--- src/sv/srd_pkg.sv ---
// ----------------------------------------------------------------------------
// srd_pkg: shared types and constants for the signed restoring divider
// Holds the per-transaction flag struct and the depth of the queue that
// parts the operand front end from the division array.
// ----------------------------------------------------------------------------
package srd_pkg;

  // entries in the queue between front end and division array
  localparam int unsigned QUEUE_DEPTH = 2;

  // classification of one transaction, set by the front end
  typedef struct packed {
    logic negate;    // operand signs differ, quotient is negated
    logic div_zero;  // divisor is zero, quotient forced to zero
  } srd_flags_t;

  localparam int unsigned FLAGS_W = $bits(srd_flags_t);

endpackage

--- src/sv/srd_front.sv ---
// ----------------------------------------------------------------------------
// srd_front: operand classification
// Forms the magnitudes of dividend and divisor and flags the sign of the
// result and a zero divisor.
// ----------------------------------------------------------------------------
module srd_front #(
  parameter int unsigned DATA_WIDTH = 32
) (
  input  logic signed [DATA_WIDTH-1:0] dividend,
  input  logic signed [DATA_WIDTH-1:0] divisor,
  output logic        [DATA_WIDTH-1:0] num_mag,
  output logic        [DATA_WIDTH-1:0] den_mag,
  output srd_pkg::srd_flags_t          flags
);
  import srd_pkg::*;

  // magnitudes; the most negative value maps to 2^(DATA_WIDTH-1) unsigned
  assign num_mag = dividend[DATA_WIDTH-1] ? ({DATA_WIDTH{1'b0}} - dividend) : dividend;
  assign den_mag = divisor[DATA_WIDTH-1]  ? ({DATA_WIDTH{1'b0}} - divisor)  : divisor;

  // result sign and zero divisor
  always_comb begin
    flags.negate   = dividend[DATA_WIDTH-1] ^ divisor[DATA_WIDTH-1];
    flags.div_zero = (divisor == {DATA_WIDTH{1'b0}});
  end

endmodule

--- config.mk ---
export PLATFORM = sky130hd
export DESIGN_NAME = srd_front
export DESIGN_NICKNAME = d
export VERILOG_FILES = /design/src/sv/srd_pkg.sv /design/src/sv/srd_front.sv
export SDC_FILE = /design/constraint.sdc
export NUM_CORES = 1
export LEC_CHECK = 0
export BUFFER_PORTS_ARGS = -buffer_cell sky130_fd_sc_hd__clkbuf_2
export CAP_MARGIN = 20
export CORE_ASPECT_RATIO = 0.9
export CORE_MARGIN = 3
export CORE_UTILIZATION = 32
export DETAILED_ROUTE_END_ITERATION = 10
export PLACE_DENSITY_LB_ADDON = 0.15
export SETUP_SLACK_MARGIN = 0.1
export SYNTH_ARGS = -nofsm -noshare
export SYNTH_HDL_FRONTEND = slang
export SYNTH_SLANG_ARGS = --single-unit
--- constraint.sdc ---
create_clock -name vclk -period 4.9
set_input_delay 0.98 -clock vclk [all_inputs]
set_output_delay 0.98 -clock vclk [all_outputs]
set_load 0.05 [all_outputs]
==> results.sh <==
export IMPL_yosysTopAreaCell="xnor2_1"
export IMPL_crit_fanout=13
export IMPL_setup_viol=0
export IMPL_dp_worst_setup_slack_ps=767.0
export IMPL_drv_cap=0
export IMPL_total_leakage_power_uw=0.0009080
export IMPL_synthesis_area_mm2=0.001523
export IMPL_postCtsSetupBuffers=0
export IMPL_core_mm2=0.004518
export IMPL_hold_class="in2out"
export IMPL_status="completed"
export IMPL_drtPass1Iterations=4
export IMPL_hold_buffers=0
export IMPL_yosys_top_cells_area="xnor2_1 33%, o31ai_1 7.9%, o41ai_2 6.4%"
export IMPL_crit_type="in2out"
export IMPL_cp_arrival_ps=3150
export IMPL_ant_nets=0
export IMPL_grt_pass1_wl_um=7990
export IMPL_track_usage=0.1618
export IMPL_cp_cell_sequence="clkbuf_2 > nor4_4 > nand4_1 > o41ai_1 > xnor2_1 > clkbuf_2"
export IMPL_die_area_mm2=0.005623
export IMPL_io_buffers=130
export IMPL_synth_nets=273
export IMPL_wl_um=4883
export IMPL_drive_gt1_frac=0.4568
export IMPL_drc_errors=0
export IMPL_viasPerCell=5.013
export IMPL_fp_dieH_um=71.44
export IMPL_syn_inst=207
export IMPL_yosysTopAreaCellShare=0.3336
export IMPL_tns_ps=0
export IMPL_ys_seq_area_frac=0
export IMPL_grt_antenna_before_repair=0
export IMPL_seq_cell_count=0
export IMPL_rows=23
export IMPL_dp_hpwl_um=4188
export IMPL_finalWeightedCongestion=0.8092
export IMPL_path_buf_inv=2
export IMPL_final_nets=392
export IMPL_via_count=1935
export IMPL_worst_slack_ps=774.7
export IMPL_max_freq_mhz=242.4
export IMPL_crit_path_frequent_cell="clkbuf_2"
export IMPL_wl_per_cell_um=12.65
export IMPL_relSlewSlack=0.5720
export IMPL_worst_slew_pin_slew_ps=642.0
export IMPL_slew_viol_final=0
export IMPL_regArea_um2=0
export IMPL_crit_path_end_kind="output port"
export IMPL_cts_resized=0
export IMPL_crit_path_start_kind="primary input"
export IMPL_antenna_cells=0
export IMPL_final_hold_viol_count=0
export IMPL_finalCritPeriodShare=0.8419
export IMPL_power_density_mw_per_mm2=176.4
export IMPL_grt_overflow_total=0
export IMPL_ios=130
export IMPL_start_util=0.3370
export IMPL_crit_required_ps=3920
export IMPL_ir_drop_v=0.00006535
export IMPL_area_delta_synth_final_pct=43.55
export IMPL_syn_avg_cell_area_um2=7.356
export IMPL_grt_pass1_vias=1751
export IMPL_cp_top_family="simple AND/OR/NAND/NOR gates"
export IMPL_crit_path_max_incr_delay_ps=630
export IMPL_yosysWarnings=0
export IMPL_synthDistinctLibCells=34
export IMPL_die_w_um=78.72
export IMPL_rsz0062_at_grt="no"
export IMPL_clkbuf_count=0
export IMPL_final_min_clock_period_ps=4125
export IMPL_drt_iter0_drc=104
export IMPL_critPathSlowestCell="o41ai_1"
export IMPL_grt_max_degree=35
## logic make-up after synthesis
family,after synthesis,synth area share
buffers and inverters,18,0.05505
AOI/OAI and AO/OA,49,0.2638
and+or+nand+nor,79,0.3254
adders and majority gates,2,0.01643
xor gates and xnor gates,59,0.3394
## metal layers
metal  vias up  part of all wire  GRT usage
met5         -                 0          0
met4         0                 0          0
met3         0             0.079    0.02387
met2        65              0.47     0.2762
met1       854              0.45     0.2295
li1       1016                 -          -
## power by group
group	switching [uW]	internal [uW]	total, uW	leakage, uW
clock network	0	0	0	0
logic	284	101	386	0.000908
registers	0	0	0	0
total	284	101	386	0.000908
## cell type report
class | count | area, um^2
Fill cell | 505 | 2332
Multi-Input combinational cell | 189 | 1439
Timing Repair Buffer | 130 | 650.6
Tap cell | 62 | 77.57
Inverter | 5 | 18.77
## placed cells by master (no fill, tap or decap), types with 6 or more instances in the layout
master	instances
clkbuf_2	130
xnor2_1	58
nand2_1	20
o31ai_1	16
o41ai_1	11
o21ai_1	10
nor2_1	8
nor3_1	8
nand2b_1	8
o41ai_2	6
## final timing paths
kind        start  depth (start not counted)  slack, ps     endpoint
max   dividend[8]                          6        770  num_mag[27]
min    divisor[0]                          2       2280   den_mag[0]
## synthesized netlist by cell type (5+ instances only)
| cell type | number |
|---|---|
| clkbuf_1 | 8 |
| inv_1 | 5 |
| nand2_1 | 20 |
| nand2b_1 | 8 |
| nand4_1 | 5 |
| nor2_1 | 8 |
| nor3_1 | 8 |
| o21ai_0 | 5 |
| o21ai_1 | 10 |
| o31ai_1 | 16 |
| o41ai_1 | 11 |
| o41ai_2 | 6 |
| xnor2_1 | 58 |
## metrics by stage
step | std cells | hold slack [ps] | utilization | total power, uW | instance area (um^2)
2_1_floorplan | 207 | 2127 | - | 282.8 | 1523
3_3_place_gp | 386 | 2287 | 0.4838 | 387.8 | 2186
3_5_place_dp | 386 | 2286 | 0.4838 | 387.8 | 2186
4_1_cts | 386 | 2287 | 0.4838 | 388.9 | 2186
5_1_grt | 386 | 2291 | 0.4838 | 407.1 | 2186
6_report | 386 | 2285 | 0.4838 | 385.6 | 2186
Power figures use the tool's default switching activity.
