--- config.mk ---
export PLATFORM = sky130hd
export DESIGN_NAME = srd_back
export DESIGN_NICKNAME = d
export VERILOG_FILES = /design/src/sv/srd_pkg.sv /design/src/sv/srd_back.sv
export SDC_FILE = /design/constraint.sdc
export NUM_CORES = 2
export LEC_CHECK = 0
export ABC_AREA = 0
export BUFFER_PORTS_ARGS = -buffer_cell sky130_fd_sc_hd__buf_2
export CAP_MARGIN = 30
export CORE_MARGIN = 2
export CORE_UTILIZATION = 35
export DETAILED_ROUTE_END_ITERATION = 10
export GPL_TIMING_DRIVEN = 0
export SYNTH_ARGS = -nofsm -noshare
export SYNTH_HDL_FRONTEND = slang
export SYNTH_MEMORY_MAX_BITS = 65536
export SYNTH_SLANG_ARGS = --single-unit
--- constraint.sdc ---
create_clock -name clk -period 188.9 [get_ports clk]
set_input_delay 0 -clock clk [delete_from_list [all_inputs] [get_ports clk]]
set_output_delay 0 -clock clk [all_outputs]
set_load 0.05 [all_outputs]
--- src/sv/srd_pkg.sv ---
// ----------------------------------------------------------------------------
// srd_pkg: shared types and constants for the signed restoring divider
// Holds the per-transaction flag struct and the depth of the queue that
// parts the operand front end from the division array.
// ----------------------------------------------------------------------------
package srd_pkg;

  // entries in the queue between front end and division array
  localparam int unsigned QUEUE_DEPTH = 2;

  // classification of one transaction, set by the front end
  typedef struct packed {
    logic negate;    // operand signs differ, quotient is negated
    logic div_zero;  // divisor is zero, quotient forced to zero
  } srd_flags_t;

  localparam int unsigned FLAGS_W = $bits(srd_flags_t);

endpackage

--- src/sv/srd_back.sv ---
// ----------------------------------------------------------------------------
// srd_back: pipelined restoring division array
// Stage zero loads the operands, then one shift-subtract stage per quotient bit,
// msb first, then an output register that applies the sign and the zero-divisor case.
// ----------------------------------------------------------------------------
module srd_back #(
  parameter int unsigned DATA_WIDTH = 32
) (
  input  logic                         clk,
  input  logic                         rst,
  input  logic                         in_valid,
  output logic                         in_ready,
  input  logic        [DATA_WIDTH-1:0] num_mag,
  input  logic        [DATA_WIDTH-1:0] den_mag,
  input  srd_pkg::srd_flags_t          flags,
  output logic                         out_valid,
  input  logic                         out_ready,
  output logic signed [DATA_WIDTH-1:0] quotient,
  output logic                         divide_by_zero
);
  import srd_pkg::*;

  localparam int unsigned W = DATA_WIDTH;

  logic [W:0]   stg_valid;
  logic [W-1:0] stg_rem   [0:W];
  logic [W-1:0] stg_num   [0:W];
  logic [W-1:0] stg_quo   [0:W];
  logic [W-1:0] stg_den   [0:W];
  srd_flags_t   stg_flags [0:W];
  logic         advance;
  logic [W-1:0] result;

  // whole array moves when the output register can take a transaction
  assign advance  = !out_valid || out_ready;
  assign in_ready = advance;

  // stage valid bits
  always_ff @(posedge clk) begin
    if (rst) begin
      stg_valid <= '0;
    end else if (advance) begin
      stg_valid <= {stg_valid[W-1:0], in_valid};
    end
  end

  // stage zero: load operands with a cleared partial remainder
  always_ff @(posedge clk) begin
    if (advance) begin
      stg_rem[0]   <= '0;
      stg_num[0]   <= num_mag;
      stg_quo[0]   <= '0;
      stg_den[0]   <= den_mag;
      stg_flags[0] <= flags;
    end
  end

  // one restoring step per stage
  for (genvar k = 0; k < W; k++) begin : g_step
    logic [W:0]   shifted;
    logic [W:0]   diff;
    logic         take;

    assign shifted = {stg_rem[k], stg_num[k][W-1]};
    assign diff    = shifted - {1'b0, stg_den[k]};
    assign take    = !diff[W];

    always_ff @(posedge clk) begin
      if (advance) begin
        stg_rem[k+1]   <= take ? diff[W-1:0] : shifted[W-1:0];
        stg_num[k+1]   <= {stg_num[k][W-2:0], 1'b0};
        stg_quo[k+1]   <= {stg_quo[k][W-2:0], take};
        stg_den[k+1]   <= stg_den[k];
        stg_flags[k+1] <= stg_flags[k];
      end
    end
  end

  // sign fix-up and zero divisor override
  always_comb begin
    if (stg_flags[W].div_zero) begin
      result = '0;
    end else if (stg_flags[W].negate) begin
      result = {W{1'b0}} - stg_quo[W];
    end else begin
      result = stg_quo[W];
    end
  end

  // output register
  always_ff @(posedge clk) begin
    if (rst) begin
      out_valid <= 1'b0;
    end else if (advance) begin
      out_valid <= stg_valid[W];
    end
  end

  always_ff @(posedge clk) begin
    if (advance) begin
      quotient       <= result;
      divide_by_zero <= stg_flags[W].div_zero;
    end
  end

`ifndef NO_ASSERTIONS
  // a zero divisor always reports a zero quotient
  a_dbz_zero: assert property (@(posedge clk) disable iff (rst)
    out_valid && divide_by_zero |-> quotient == '0)
    else $error("divide by zero with nonzero quotient");

  // a finished transaction stays in the last stage while output stalls
  a_last_hold: assert property (@(posedge clk) disable iff (rst)
    stg_valid[W] && !advance |=> stg_valid[W])
    else $error("last stage lost a transaction during stall");

  // an accepted transaction enters stage zero
  a_enter: assert property (@(posedge clk) disable iff (rst)
    in_valid && in_ready |=> stg_valid[0])
    else $error("accepted transaction missing from stage zero");
`endif

endmodule

==> summary.txt <==
Run status - complete, no violations
Gates resized, CTS repair - 0
CTS tree - yes
Worst-Margin Slew - 1076 ps
Max IR drop VDD - 0.01135 mV
Slew Viols, Final - 0
Die width - 679.7 um
P_sw - 1.169 mW
CTS sink cnt - 3205
RSZ-0062 raised after global routing - false
Final GP Congestion - 0.8932
Remaining global-route overflow - 0
Worst setup path class - flop to flop
Row cnt - 248
Core Footprint - 455500 um^2
Max Cap Viol - 0
PortBufs - 103
Fmax - 0.1789 GHz
Yosys top cell area share - 59.59%
Die Y-Extent - 679.7 um
WP data required - 189550 ps
Arrival time at the worst endpoint - 6240 ps
Logic gate share of total power - 43.3%
First drt pass iteration count - 9
Sw frac - 35.88%
Detail Placement HPWL - 243400 um
Top post-synthesis cells by area - edfxtp_1, ha_1, mux2_2
Post-synth cell types - 103
Synth Register Bits - 3205
Number of global-route vias before repair - 95963
Fin crit period - 5589 ps
Clock share of power - 20.9%
CP bufs+invs - 2
Fin Clk Skew - 107.3 ps
LEAKAGE - 75.52 nW
Clk pin slew, worst setup/hold paths - 60 ps
GRT Total Usage - 13.66%
Number of synthesized flops with an enable pin - 3171
Post-route cell area - 182500 um^2
Cell repeated most along the worst path - clkbuf_1
Cell Area, Synth - 159800 um^2
Initial antenna violation count - 5
Delay-heaviest family, CP - compound AO/OA/AOI/OAI gates
Worst Hold Class - input port to flop
Sequential share of the synthesized area - 60.01%
Drt wl/cell - 16.65 um
Most common cell in the netlist - edfxtp_1
Critical Path Max Stage Delay - 800 ps
Final setup TNS - 0 ps
Starting Density - 35.08%
First-pass GRT wire length - 507600 um
DRT antenna net count - 0
Final period util - 2.959%
Syn-to-layout area delta - 14.20%
Yosys top cell by area - edfxtp_1
Cell Chain, Critical Path - ha_1 -> fa_1 -> nand2b_1 -> a211oi_1 -> o31ai_1 -> a31oi_1 -> a221o_1 -> nand2_1 -> nor2_1 -> o22a_1 -> xnor2_1 -> clkbuf_1 -> clkbuf_1 -> o21ai_0
Starting DRT DRC Count - 4944
Vias/cell - 4.862
Internal power - 2.089 mW
Primary FF master, synth - edfxtp_1
Pin count of the biggest net entering global routing - 73
Syn_area_per_cell - 12.77 um^2
Cell Area, Placed - 169500 um^2
Slew headroom - 27.32%
Layout cell share with drive strength beyond 1 - 10.86%
Clock insertion delay at the later pin of the skew report - 990 ps
I/O Pins - 105
Root Buffer - clkbuf_16
Residual DRC count - 0
Worst Path Max Fanout - 10
Setup WS pre-CTS - 183240 ps
Fin. Hold Viols - 0
DIE AREA - 462000 um^2
Worst Slack Setup Final - 183310 ps
Register share of total power - 35.7%
Final WL - 324800 um
Post-synthesis instance total - 12513
H-tree depth - 5
Most frequent cells after synthesis - edfxtp_1, inv_1, ha_1, a21oi_1, nand2_1
CTS Buf Count - 366
PwrDens - 17.85 nW/um^2
Crit start category - flop
FF-to-FF setup slack - 183310 ps
# setup viols final - 0
CTS Buffer Depth - 4
Via count - 94829
Fin util - 40.06%
Worst path slowest cell - clkbuf_1
CP Capture Type - flop
Final net count - 14300
Synth warnings - 0
FFs w/ async S/R, synth - 0%
## cell type report
| type | count | area [um^2] |
|---|---|---|
| buffer | 278 | 1191 |
| tap | 6000 | 7507 |
| inverter | 1217 | 4568 |
| antenna | 10 | 25.02 |
| clock inverter | 217 | 2077 |
| timing repair buffer | 311 | 3482 |
| fill | 42614 | 273000 |
| multi-input combinational | 7827 | 58240 |
| sequential | 3205 | 95900 |
| clock buffer | 440 | 9500 |
## cell families (layout without fill, tap and decap cells)
group           count (synthesis)  after routing  synth area share (%)
flops                        3205           3205                 60.01
compound gates               3015           3015                 11.98
simple gates                 2243           2243                 6.681
buf+inv                      1495           2463                 3.602
fa+ha+maj                    1024           1024                 8.158
xor+xnor                      855            855                 4.728
mux                           675            675                 4.836
other cells                     1             25              0.002347
## cells in the final DEF (no fill, tap or decap), types with 163 or more instances in the layout
master and instances:
xor2_1 328, nand2_1 781, edfxtp_1 3171, mux2_2 559
a21oi_1 893, clkbuf_16 369, buf_2 163, nor2_1 484
a21o_1 524, ha_1 994, o21ai_0 691, clkbuf_1 264
inv_1 1216, xnor2_1 514, nand3_1 170
## layer usage
layer / GRT usage [%] / part of all wire, %
met1: 14.51 / 39
met5: 0 / 0
met2: 26.25 / 53
met3: 1.796 / 3.0
met4: 6.820 / 5.4
## metrics by stage
step,total power [mW],instances,hold slack (ps)
floorplan,2.204,12527,98.87
global placement,2.572,18630,176.8
detailed placement,2.587,18696,178.1
CTS,3.297,19495,160.3
global route,3.482,19502,230.9
finish,3.257,19505,278.4
## worst min-delay path, delay by kind of cell
kind	cells	cell delay (ps)
buf+inv	3	1140
## registers in the layout (all words and copies together) (netlist names)
| name | flops |
|---|---|
| divide_by_zero | 1 |
| stg_quo | 528 |
| stg_rem | 992 |
| stg_valid | 33 |
| out_valid | 1 |
| stg_num | 528 |
| stg_den | 1024 |
| stg_flags | 66 |
| quotient | 32 |
## power by group through the flow
| stage | registers [mW] | logic (mW) | clock network, mW |
|---|---|---|---|
| after global placement | 1.18 | 1.40 | 0 |
| after global routing | 1.18 | 1.56 | 0.736 |
| after detailed placement | 1.18 | 1.41 | 0 |
| final | 1.16 | 1.41 | 0.682 |
| after floorplan | 1.14 | 1.06 | 0 |
| after CTS | 1.17 | 1.42 | 0.709 |
## path summary, 6_finish.rpt
kind	startpoint	to	depth (start not counted)
worst max register to register	stg_den[0][704]	stg_rem[0][764]	14
worst min-delay path	num_mag[2]	stg_num[0][2]	3
worst min register to register	stg_num[0][350]	stg_num[0][383]	0
worst max-delay path	stg_den[0][704]	stg_rem[0][764]	14
## repair_timing
item                       CTS  global route
setup endpoints to repair    0             0
hold endpoints to repair   100             0
hold buffers               142             0
setup buffers                0             0
No activity file was read; power rests on OpenSTA's default activity.
