<file path="src/sv/srd_pkg.sv">
// ----------------------------------------------------------------------------
// srd_pkg: shared types and constants for the signed restoring divider
// Holds the per-transaction flag struct and the depth of the queue that
// parts the operand front end from the division array.
// ----------------------------------------------------------------------------
package srd_pkg;

  // entries in the queue between front end and division array
  localparam int unsigned QUEUE_DEPTH = 2;

  // classification of one transaction, set by the front end
  typedef struct packed {
    logic negate;    // operand signs differ, quotient is negated
    logic div_zero;  // divisor is zero, quotient forced to zero
  } srd_flags_t;

  localparam int unsigned FLAGS_W = $bits(srd_flags_t);

endpackage

</file>
<file path="src/sv/srd_queue.sv">
// ----------------------------------------------------------------------------
// srd_queue: small register queue
// Holds classified transactions between the front end and the division
// array so that each side can stall on its own.
// ----------------------------------------------------------------------------
module srd_queue #(
  parameter int unsigned WIDTH = 66,
  parameter int unsigned DEPTH = 2
) (
  input  logic             clk,
  input  logic             rst,
  input  logic             push_valid,
  output logic             push_ready,
  input  logic [WIDTH-1:0] push_data,
  output logic             pop_valid,
  input  logic             pop_ready,
  output logic [WIDTH-1:0] pop_data
);
  import srd_pkg::*;

  localparam int unsigned PTR_W = (DEPTH > 1) ? $clog2(DEPTH) : 1;
  localparam int unsigned CNT_W = $clog2(DEPTH + 1);

  logic [WIDTH-1:0] entry [0:DEPTH-1];
  logic [PTR_W-1:0] wr_ptr;
  logic [PTR_W-1:0] rd_ptr;
  logic [CNT_W-1:0] count;
  logic             push_fire;
  logic             pop_fire;

  // handshake; nothing is taken while reset is held
  assign push_ready = !rst && (count != CNT_W'(DEPTH));
  assign pop_valid  = (count != {CNT_W{1'b0}});
  assign push_fire  = push_valid && push_ready;
  assign pop_fire   = pop_valid && pop_ready;
  assign pop_data   = entry[rd_ptr];

  // pointers and fill count
  always_ff @(posedge clk) begin
    if (rst) begin
      wr_ptr <= '0;
      rd_ptr <= '0;
      count  <= '0;
    end else begin
      if (push_fire) begin
        wr_ptr <= (wr_ptr == PTR_W'(DEPTH - 1)) ? '0 : wr_ptr + 1'b1;
      end
      if (pop_fire) begin
        rd_ptr <= (rd_ptr == PTR_W'(DEPTH - 1)) ? '0 : rd_ptr + 1'b1;
      end
      if (push_fire && !pop_fire) begin
        count <= count + 1'b1;
      end else if (pop_fire && !push_fire) begin
        count <= count - 1'b1;
      end
    end
  end

  // storage
  always_ff @(posedge clk) begin
    if (push_fire) begin
      entry[wr_ptr] <= push_data;
    end
  end

`ifndef NO_ASSERTIONS
  // fill count never passes the depth
  a_count_bound: assert property (@(posedge clk) disable iff (rst)
    count <= CNT_W'(DEPTH))
    else $error("queue count exceeds depth");

  // a lone push raises the count by one
  a_push_count: assert property (@(posedge clk) disable iff (rst)
    push_fire && !pop_fire |=> count == $past(count) + 1'b1)
    else $error("queue count did not follow push");
`endif

endmodule

</file>
<file path="config.mk">
export PLATFORM = sky130hd
export DESIGN_NAME = srd_queue
export DESIGN_NICKNAME = d
export VERILOG_FILES = /design/src/sv/srd_pkg.sv /design/src/sv/srd_queue.sv
export SDC_FILE = /design/constraint.sdc
export NUM_CORES = 1
export LEC_CHECK = 0
export ABC_AREA = 1
export BUFFER_PORTS_ARGS = -buffer_cell sky130_fd_sc_hd__clkbuf_2
export CORE_MARGIN = 2
export CORE_UTILIZATION = 47
export DETAILED_ROUTE_END_ITERATION = 10
export PLACE_DENSITY = 0.84
export SLEW_MARGIN = 25
export SYNTH_ARGS = -nofsm -noshare
export SYNTH_HDL_FRONTEND = slang
export SYNTH_SLANG_ARGS = --single-unit
</file>
<file path="constraint.sdc">
create_clock -name clk -period 4.3 [get_ports clk]
set_clock_uncertainty 0.2 [all_clocks]
set_input_delay 0.645 -clock clk [delete_from_list [all_inputs] [get_ports clk]]
set_output_delay 0.645 -clock clk [all_outputs]
set_load 0.02 [all_outputs]
</file>
==> flow_summary_export.csv, run 1 <==
group,metric,value,unit
sta,setup_tns,0,ns
setup_path,worstSetupPathType,"register to primary output",
routing,drc,0,
final_layout,diodes,0,
sta,hold_violations,0,
sta,hold_slack,0.1368,ns
synth,synth_seq_cells,137,
clock_tree,hold_buffers,0,
floorplanning,ios,138,
floorplanning,die_y,108.9,µm
final_layout,synthToLayoutAreaGrowth,28.34,%
placement,portBuffers,137,
global_route,grt_antenna_before_repair,0,
final_layout,postLayoutCoreUtil,61.52,%
routing,drt_pass1_iterations,4,
routing,vias,2664,
floorplanning,rows,38,
synth,yosysUniqueCellTypes,14,
global_route,grt.overflow.total,0,
power,p_leak,0.002625,µW
sta,min_period,2.836,ns
clock_tree,cts_sinks,137,
power,p_per_area,558.8,nW/µm²
synth,yosys_warnings,0,
setup_path,worst-path-max-fanout,43,
final_layout,final_common_cell,"clkbuf_2",
sta,slew_viol_final,0,
synth,synth_fp_nets,315,
final_layout,layout_common_cells,"clkbuf_2, edfxtp_1, mux2_4",
final_layout,layout.nets,467,
status,outcome,"finished clean",
sta,rsz0062_at_grt,"false",
clock_tree,cts_buffers,17,
sta,tightest_slew,0.9407,ns
setup_path,start_kind,"register",
placement,place_hpwl,5377,µm
sta,fin_crit_sh,65.95,%
final_layout,drive_above_1_share,57.21,%
routing,met2_length,4321,µm
synth,synth_area,5174,µm²
routing,via_per_inst,4.852,
final_layout,fillers,790,
global_route,grt_pass1_wl,12590,µm
global_route,grt_usage,14.51,%
routing,wl_met3,649,µm
floorplanning,die_w,108.9,µm
hold_path,holdCritPathClass,"input port to register",
sta,relSlewSlack,37.14,%
clock_tree,post_cts_resized,0,
floorplanning,die_area,11860,µm²
clock_tree,cts_setup_buffers,0,
sta,finalSetupViolations,0,
power,peakVddDrop,0.3214,mV
routing,detail_route.wl_per_cell,15.50,µm
synth,avgSynthCellArea,21.20,µm²
setup_path,worstPathArrival,1.99,ns
floorplanning,start_util,47.94,%
synth,synthCells,244,
routing,routed_wirelength,8512,µm
final_layout,regArea,4068,µm²
setup_path,crit_required,3.45,ns
clock_tree,cts_tree,"yes",
final_layout,multi_input_area,1017,µm²
synth,ys_seq_area_share,78.55,%
floorplanning,fp.coreArea,10790,µm²
routing,wl_met1,3426,µm
clock_tree,clock_path_buffers,2,
clock_tree,root_buffer,"clkbuf_8",
clock_tree,clk_pin_slew,0.06,ns
routing,dr.max_layer_used,"met4",
clock_tree,clock_latency,0.50,ns
placement,gp_congestion,0.6843,
routing,dr.first_iter.drc_count,116,
global_route,grt_max_degree,67,
setup_path,end_kind,"primary output",
sta,fmax,352.7,MHz
global_route,first_global_vias,2667,
job,drv_cap,0,
routing,antenna_left,0,
clock_tree,h-tree-depth,4,
## worst max-delay path, cell delays in order, from the launching register on
cell and delay, ns:
dfxtp_4 0.61, buf_16 0.33, mux2_2 0.39, clkbuf_2 0.16
## layer usage
layer / GRT usage, % / vias to the layer above
li1: - / 1249
met2: 23.74 / 116
met3: 4.842 / 12
met5: 0 / -
met1: 17.72 / 1287
met4: 6.044 / 0
## logic make-up (layout without fill, tap and decap cells)
kind of cell               after synthesis  in the layout  share of synthesized area (%)
DFF                                    137            137                          78.55
buffers and inverters                   16            181                          1.935
adders and majority gates                1              1                         0.2418
muxes                                   66             66                          17.27
AOI/OAI and AO/OA                        4              4                         0.3868
and+or+nand+nor                         20             20                          1.620
## area by class of cell
| class | count | share of cell area [%] |
|---|---|---|
| clock inverters | 11 | 2.657 |
| well taps | 140 | 2.638 |
| multi-input cells | 91 | 15.32 |
| flip-flops and latches | 137 | 61.26 |
| inverters | 9 | 0.5088 |
| clock buffers | 21 | 6.463 |
| repair buffers | 140 | 11.16 |
## Yosys cell counts
master | instances | area, µm²
a21oi_1 | 3 | 15.01
buf_2 | 2 | 10.01
buf_6 | 5 | 56.30
dfxtp_1 | 5 | 100.1
edfxtp_1 | 132 | 3964
ha_1 | 1 | 12.51
inv_1 | 9 | 33.78
mux2_2 | 26 | 292.8
mux2_4 | 40 | 600.6
nand2_1 | 10 | 37.54
nand3_1 | 3 | 15.01
nand4_1 | 2 | 12.51
nor2_1 | 5 | 18.77
o21ai_0 | 1 | 5.000
## metrics by stage
step                worst slack [ns]  instances  power, µW  instance area [µm²]
floorplan                      1.079        244       2073                 5176
global placement               1.676        516       2237                 6007
detailed placement             1.602        516       2256                 6007
CTS                            1.193        548       3744                 6613
global route                   1.344        549       3864                 6640
finish                         1.464        549       3710                 6640
## power by group
group | total [µW] | switching (µW) | internal, µW | leakage, µW
logic | 624 | 345 | 278 | 0.00108
registers | 1600 | 45.0 | 1560 | 0.00125
clock network | 1480 | 492 | 991 | 0.000296
total | 3710 | 882 | 2830 | 0.00262
## worst paths after layout
kind | start | end | slack (ns) | cells after the start
setup / recovery | register | pop_data[46] | 1.46 | 3
hold / removal | push_data[29] | entry[1][29] | 0.14 | 1
setup reg to reg | count[0] | entry[0][25] | 1.98 | 5
hold reg to reg | rd_ptr | register | 0.31 | 2
## registers in the layout, summed over array words and instances (netlist names), named ones only
register and flops:
count 2, entry 132, rd_ptr 1, wr_ptr 1
(Power assumes the default switching activity.)
==> run 2, diff against run 1 <==
- clock period: 4.3 -> 2.57 ns (I/O delays scaled with it)
==> run 2 against run 1 <==
Against the previous run: sequential power increased by 66%; via count up 12%; first-iteration DRC count fell by 4.3%; die area unchanged; hold slack lost 0.088 ns; total power rose by 71%; register-to-register slack worse by 1.2 ns; flip-flop and latch count unchanged; cell count increased by 13%; critical path type unchanged; design area grew 11%; non-clock buffer count rose by 70; utilization grew 6.7 points.
==> flow_summary_export.csv, run 2 (synthesis results as in run 1) <==
group,metric,value,unit
status,outcome,"finished clean",
setup_path,cpPeakStageDelay,0.40,ns
clock_tree,h-tree-depth,4,
global_route,first_global_vias,3087,
routing,drc,0,
clock_tree,clock_latency,0.51,ns
final_layout,reg_top3,"entry: 132 flops, count: 2 flops",
clock_tree,clk_pin_slew,0.06,ns
setup_path,worstSetupPathType,"register to primary output",
setup_path,path_cells,"buf_12 > mux2_2 > clkbuf_2",
final_layout,diodes,0,
setup_path,slowest_stage,"mux2_2",
sta,fin_crit_sh,94.56,%
routing,detail_route.wl_per_cell,15.83,µm
sta,slew_viol_final,0,
sta,min_period,2.430,ns
final_layout,layout_common_cells,"clkbuf_2, edfxtp_1, dlygate4sd3_1",
setup_path,worst-path-max-fanout,66,
routing,drt_pass1_iterations,6,
setup_path,crit_required,1.98,ns
power,p_per_area,862.6,nW/µm²
final_layout,layout.nets,537,
floorplanning,fp.coreArea,10790,µm²
clock_tree,root_buffer,"clkbuf_8",
final_layout,final_area,7360,µm²
sta,fmax,411.5,MHz
final_layout,largest_register_ffs,132,
sta,setup_tns,0,ns
routing,via_per_inst,4.806,
clock_tree,cts_sinks,137,
final_layout,fillers,694,
clock_tree,cts_buffers,17,
sta,finalSetupViolations,0,
setup_path,worstPathArrival,1.84,ns
placement,gp_congestion,0.6972,
floorplanning,ios,138,
final_layout,drive_above_1_share,50.73,%
placement,place_area,6042,µm²
hold_path,holdCritPathClass,"input port to register",
power,peakVddDrop,0.4446,mV
power,p_total,6348,µW
final_layout,synthToLayoutAreaGrowth,42.25,%
sta,relSlewSlack,67.99,%
global_route,grt_usage,17.01,%
routing,dr.first_iter.drc_count,111,
sta,rsz0062_at_grt,"false",
global_route,grt.overflow.total,0,
placement,place_hpwl,5747,µm
routing,antenna_left,0,
global_route,grt_pass1_wl,14580,µm
setup_path,reg2reg_slack,0.82,ns
job,drv_cap,0,
clock_tree,clock_path_buffers,2,
global_route,grt_antenna_before_repair,0,
sta,hold_violations,0,
final_layout,final_common_cell,"clkbuf_2",
floorplanning,die_area,11860,µm²
sta,tightest_slew,0.4801,ns
setup_path,end_kind,"primary output",
routing,vias,2975,
setup_path,start_kind,"register",
setup_path,path_buf_inv,2,
global_route,grt_max_degree,67,
floorplanning,start_util,47.94,%
floorplanning,die_w,108.9,µm
setup_path,cp_top_family,"buffers and inverters",
final_layout,largest_register,"entry",
routing,routed_wirelength,9797,µm
floorplanning,die_y,108.9,µm
placement,portBuffers,137,
power,p_leak,0.002918,µW
clock_tree,cts_tree,"yes",
floorplanning,rows,38,
[run 2: cell types whose count changed in the layout (fill, tap and decap cells not counted), sizes merged]
cell         change
dlygate4sd3     +68
buf              +2
clkinv           -4
clkinvlp         +5
bufinv           -1
[run 2: worst paths after layout]
kind,depth (start not counted),from,to
max,3,register,pop_data[62]
min,4,push_valid,wr_ptr
max reg2reg,5,count[0],entry[0][37]
min reg2reg,2,rd_ptr,register
[run 2: timing repair]
item | 4_1_cts | 5_1_grt
resized for setup | 0 | 0
endpoints found under the hold margin | 135 | 0
hold buffers | 68 | 0
setup buffers | 0 | 0
[run 2: routing by layer]
layer | up-vias | wire, µm | global-route usage [%]
met5 | - | 0 | 0
met4 | 0 | 180 | 8.150
met3 | 16 | 557 | 6.037
met2 | 108 | 5301 | 30.83
met1 | 1457 | 3758 | 17.29
li1 | 1394 | - | -
[run 2: tightest hold or removal path, delay by kind of cell]
kind	cells	cell delay [ns]
simple gates	3	0.24
buf+inv	1	0.09
[run 2: report_power, final]
group          internal (µW)  total (µW)  switching (µW)
clock network           1670        2540             862
logic                    533        1160             632
registers               2610        2650            39.7
[run 2: cell type report]
class / instances / area [µm²] / area share [%]
clock buffers: 21 / 469.2 / 6.375
clock inverters: 11 / 167.7 / 2.278
inverters: 9 / 33.78 / 0.4590
multi-input cells: 91 / 1017 / 13.82
flip-flops and latches: 137 / 4068 / 55.27
well taps: 140 / 175.2 / 2.380
repair buffers: 210 / 1429 / 19.42
[run 2: stage by stage]
step	worst slack, ns	instances	hold slack (ns)	util [%]
final	0.1399	619	0.04894	68.19
after global routing	0.08570	619	0.03786	68.19
after CTS	0.1281	619	0.01853	68.19
after detailed placement	0.6779	519	0.3004	55.98
after global placement	0.7057	519	0.2843	55.98
after floorplan	0.05138	244	0.2570	-
==> run 3, diff against run 2 <==
- CORE_UTILIZATION: 47 -> 49
- CTS_BUF_LIST: default -> sky130_fd_sc_hd__clkbuf_8
- PLACE_DENSITY: 0.84 -> 0.87
- REMOVE_ABC_BUFFERS: default -> 1
==> run 3 against run 2 <==
Against the previous run: first-iteration DRC count shrank 22%; sequential power is essentially flat; die area shrank 3.9%; hold slack gained 0.025 ns; utilization grew 1.9 points; non-clock buffer count is the same; flip-flop and latch count is the same; total power shrank 8.2%; cell count shrank 0.65%.
==> flow_summary_export.csv, run 3 (synthesis results as in run 1) <==
group,metric,value,unit
placement,gp_congestion,0.6657,
final_layout,fillers,699,
sta,relSlewSlack,64.59,%
final_layout,diodes,0,
final_layout,synthToLayoutAreaGrowth,39.15,%
clock_tree,root_buffer,"clkbuf_8",
final_layout,largest_register,"entry",
floorplanning,die_w,106.8,µm
setup_path,crit_required,1.98,ns
routing,dr.first_iter.drc_count,87,
routing,antenna_left,0,
job,drv_cap,0,
floorplanning,fp.coreArea,10280,µm²
setup_path,slowest_stage,"dfxtp_4",
clock_tree,cts_buffers,17,
floorplanning,die_area,11400,µm²
sta,hold_violations,0,
setup_path,cpPeakStageDelay,0.55,ns
sta,setup_tns,0,ns
placement,place_area,6057,µm²
clock_tree,clk_pin_slew,0.07,ns
setup_path,start_kind,"register",
clock_tree,clock_path_buffers,2,
power,p_per_area,809.5,nW/µm²
final_layout,largest_register_ffs,132,
power,p_sw_share,24.91,%
clock_tree,clock_latency,0.41,ns
hold_path,holdCritPathClass,"input port to register",
routing,detail_route.wl_per_cell,15.88,µm
global_route,grt_max_degree,51,
setup_path,reg2reg_from,"count[0]",
final_layout,regArea,4068,µm²
setup_path,cp_top_family,"flip-flops",
placement,place_hpwl,6130,µm
setup_path,path_buf_inv,2,
sta,slew_viol_final,0,
setup_path,worstSetupPathType,"register to primary output",
clock_tree,cts_sinks,137,
routing,routed_wirelength,9769,µm
routing,via_per_inst,4.774,
final_layout,drive_above_1_share,50.73,%
routing,vias,2936,
sta,fin_crit_sh,91.91,%
setup_path,end_kind,"primary output",
floorplanning,rows,37,
floorplanning,start_util,50.34,%
routing,drt_pass1_iterations,4,
global_route,grt_antenna_before_repair,0,
setup_path,worst-path-max-fanout,28,
final_layout,final_area,7199,µm²
power,p_leak,0.002860,µW
clock_tree,post_cts_resized,0,
routing,drc,0,
global_route,grt.overflow.total,0,
power,power.internal,4376,µW
final_layout,final_common_cell,"clkbuf_2",
clock_tree,cts_tree,"yes",
final_layout,layout_common_cells,"clkbuf_2, edfxtp_1, dlygate4sd3_1",
sta,fmax,423.4,MHz
power,seqPwrFrac,45.9,%
status,outcome,"finished clean",
power,switchingPower,1452,µW
hold_path,min-delay-start,"pop_ready",
placement,portBuffers,137,
setup_path,worstPathArrival,1.78,ns
power,comb_power_share,19.8,%
final_layout,multi_input_area,1017,µm²
final_layout,reg_top3,"entry: 132 flops, count: 2 flops",
power,p_clk_share,34.4,%
sta,tightest_slew,0.5312,ns
sta,rsz0062_at_grt,"false",
clock_tree,h-tree-depth,4,
power,peakVddDrop,0.5610,mV
global_route,grt_pass1_wl,14850,µm
global_route,grt_usage,17.57,%
final_layout,layout.nets,537,
floorplanning,ios,138,
setup_path,path_cells,"buf_12 > mux2_2 > clkbuf_2",
clock_tree,cts_setup_buffers,0,
sta,finalSetupViolations,0,
sta,min_period,2.362,ns
global_route,first_global_vias,3175,
floorplanning,die_y,106.8,µm
==> run 3: through the flow <==
step | setup slack [ns] | cells | power, µW | hold slack (ns) | util, %
after floorplan | -1.489 | 237 | 3467 | 0.2570 | -
after global placement | 0.6779 | 516 | 3761 | 0.2802 | 58.94
after detailed placement | 0.6500 | 516 | 3799 | 0.2937 | 58.94
after CTS | 0.1732 | 615 | 5881 | 0.03994 | 70.05
after global routing | 0.1228 | 615 | 6041 | 0.06586 | 70.05
final | 0.2080 | 615 | 5828 | 0.07373 | 70.05
==> run 3: layout make-up <==
cell class                 count  area share [%]
sequential                   137           56.50
clock buffer                  20           3.823
tap                          136           2.364
timing repair buffer         210           19.99
inverter                       9          0.4692
multi-input combinational     91           14.13
clock inverter                12           2.729
==> run 3: final timing paths <==
check / to / slack, ns / cells after the start
worst max-delay path: pop_data[62] / 0.21 / 3
worst min-delay path: rd_ptr / 0.07 / 3
worst max register to register: entry[1][40] / 0.81 / 5
worst min register to register: rd_ptr / 0.30 / 2
==> run 3: per-layer routing <==
layer	global-route usage, %	wire (µm)	vias to the layer above	share of wire [%]
met5	0	0	-	0
met4	6.122	117	0	1.2
met3	5.775	487	11	5.0
met2	32.53	5467	101	56
met1	18.64	3696	1434	38
li1	-	-	1390	-
==> run 3: power groups by stage <==
stage          sequential [µW]  clock, µW  combinational (µW)
5_1_grt                   2680       2130                1230
4_1_cts                   2670       2050                1160
6_report                  2670       2000                1150
2_1_floorplan             2770          0                 701
3_5_place_dp              2720          0                1080
3_3_place_gp              2710          0                1050
==> run 3: worst reg2reg max path, cell delays in order, from the launching register on <==
cell     delay (ns)
dfxtp_1        0.33
inv_1          0.10
nand2_1        0.10
nand4_1        0.12
inv_2          0.09
buf_4          0.44
==> run 3: repair_timing <==
action,4_1_cts,5_1_grt
endpoints found under the setup margin,0,0
endpoints found under the hold margin,133,0
hold buffers,67,0
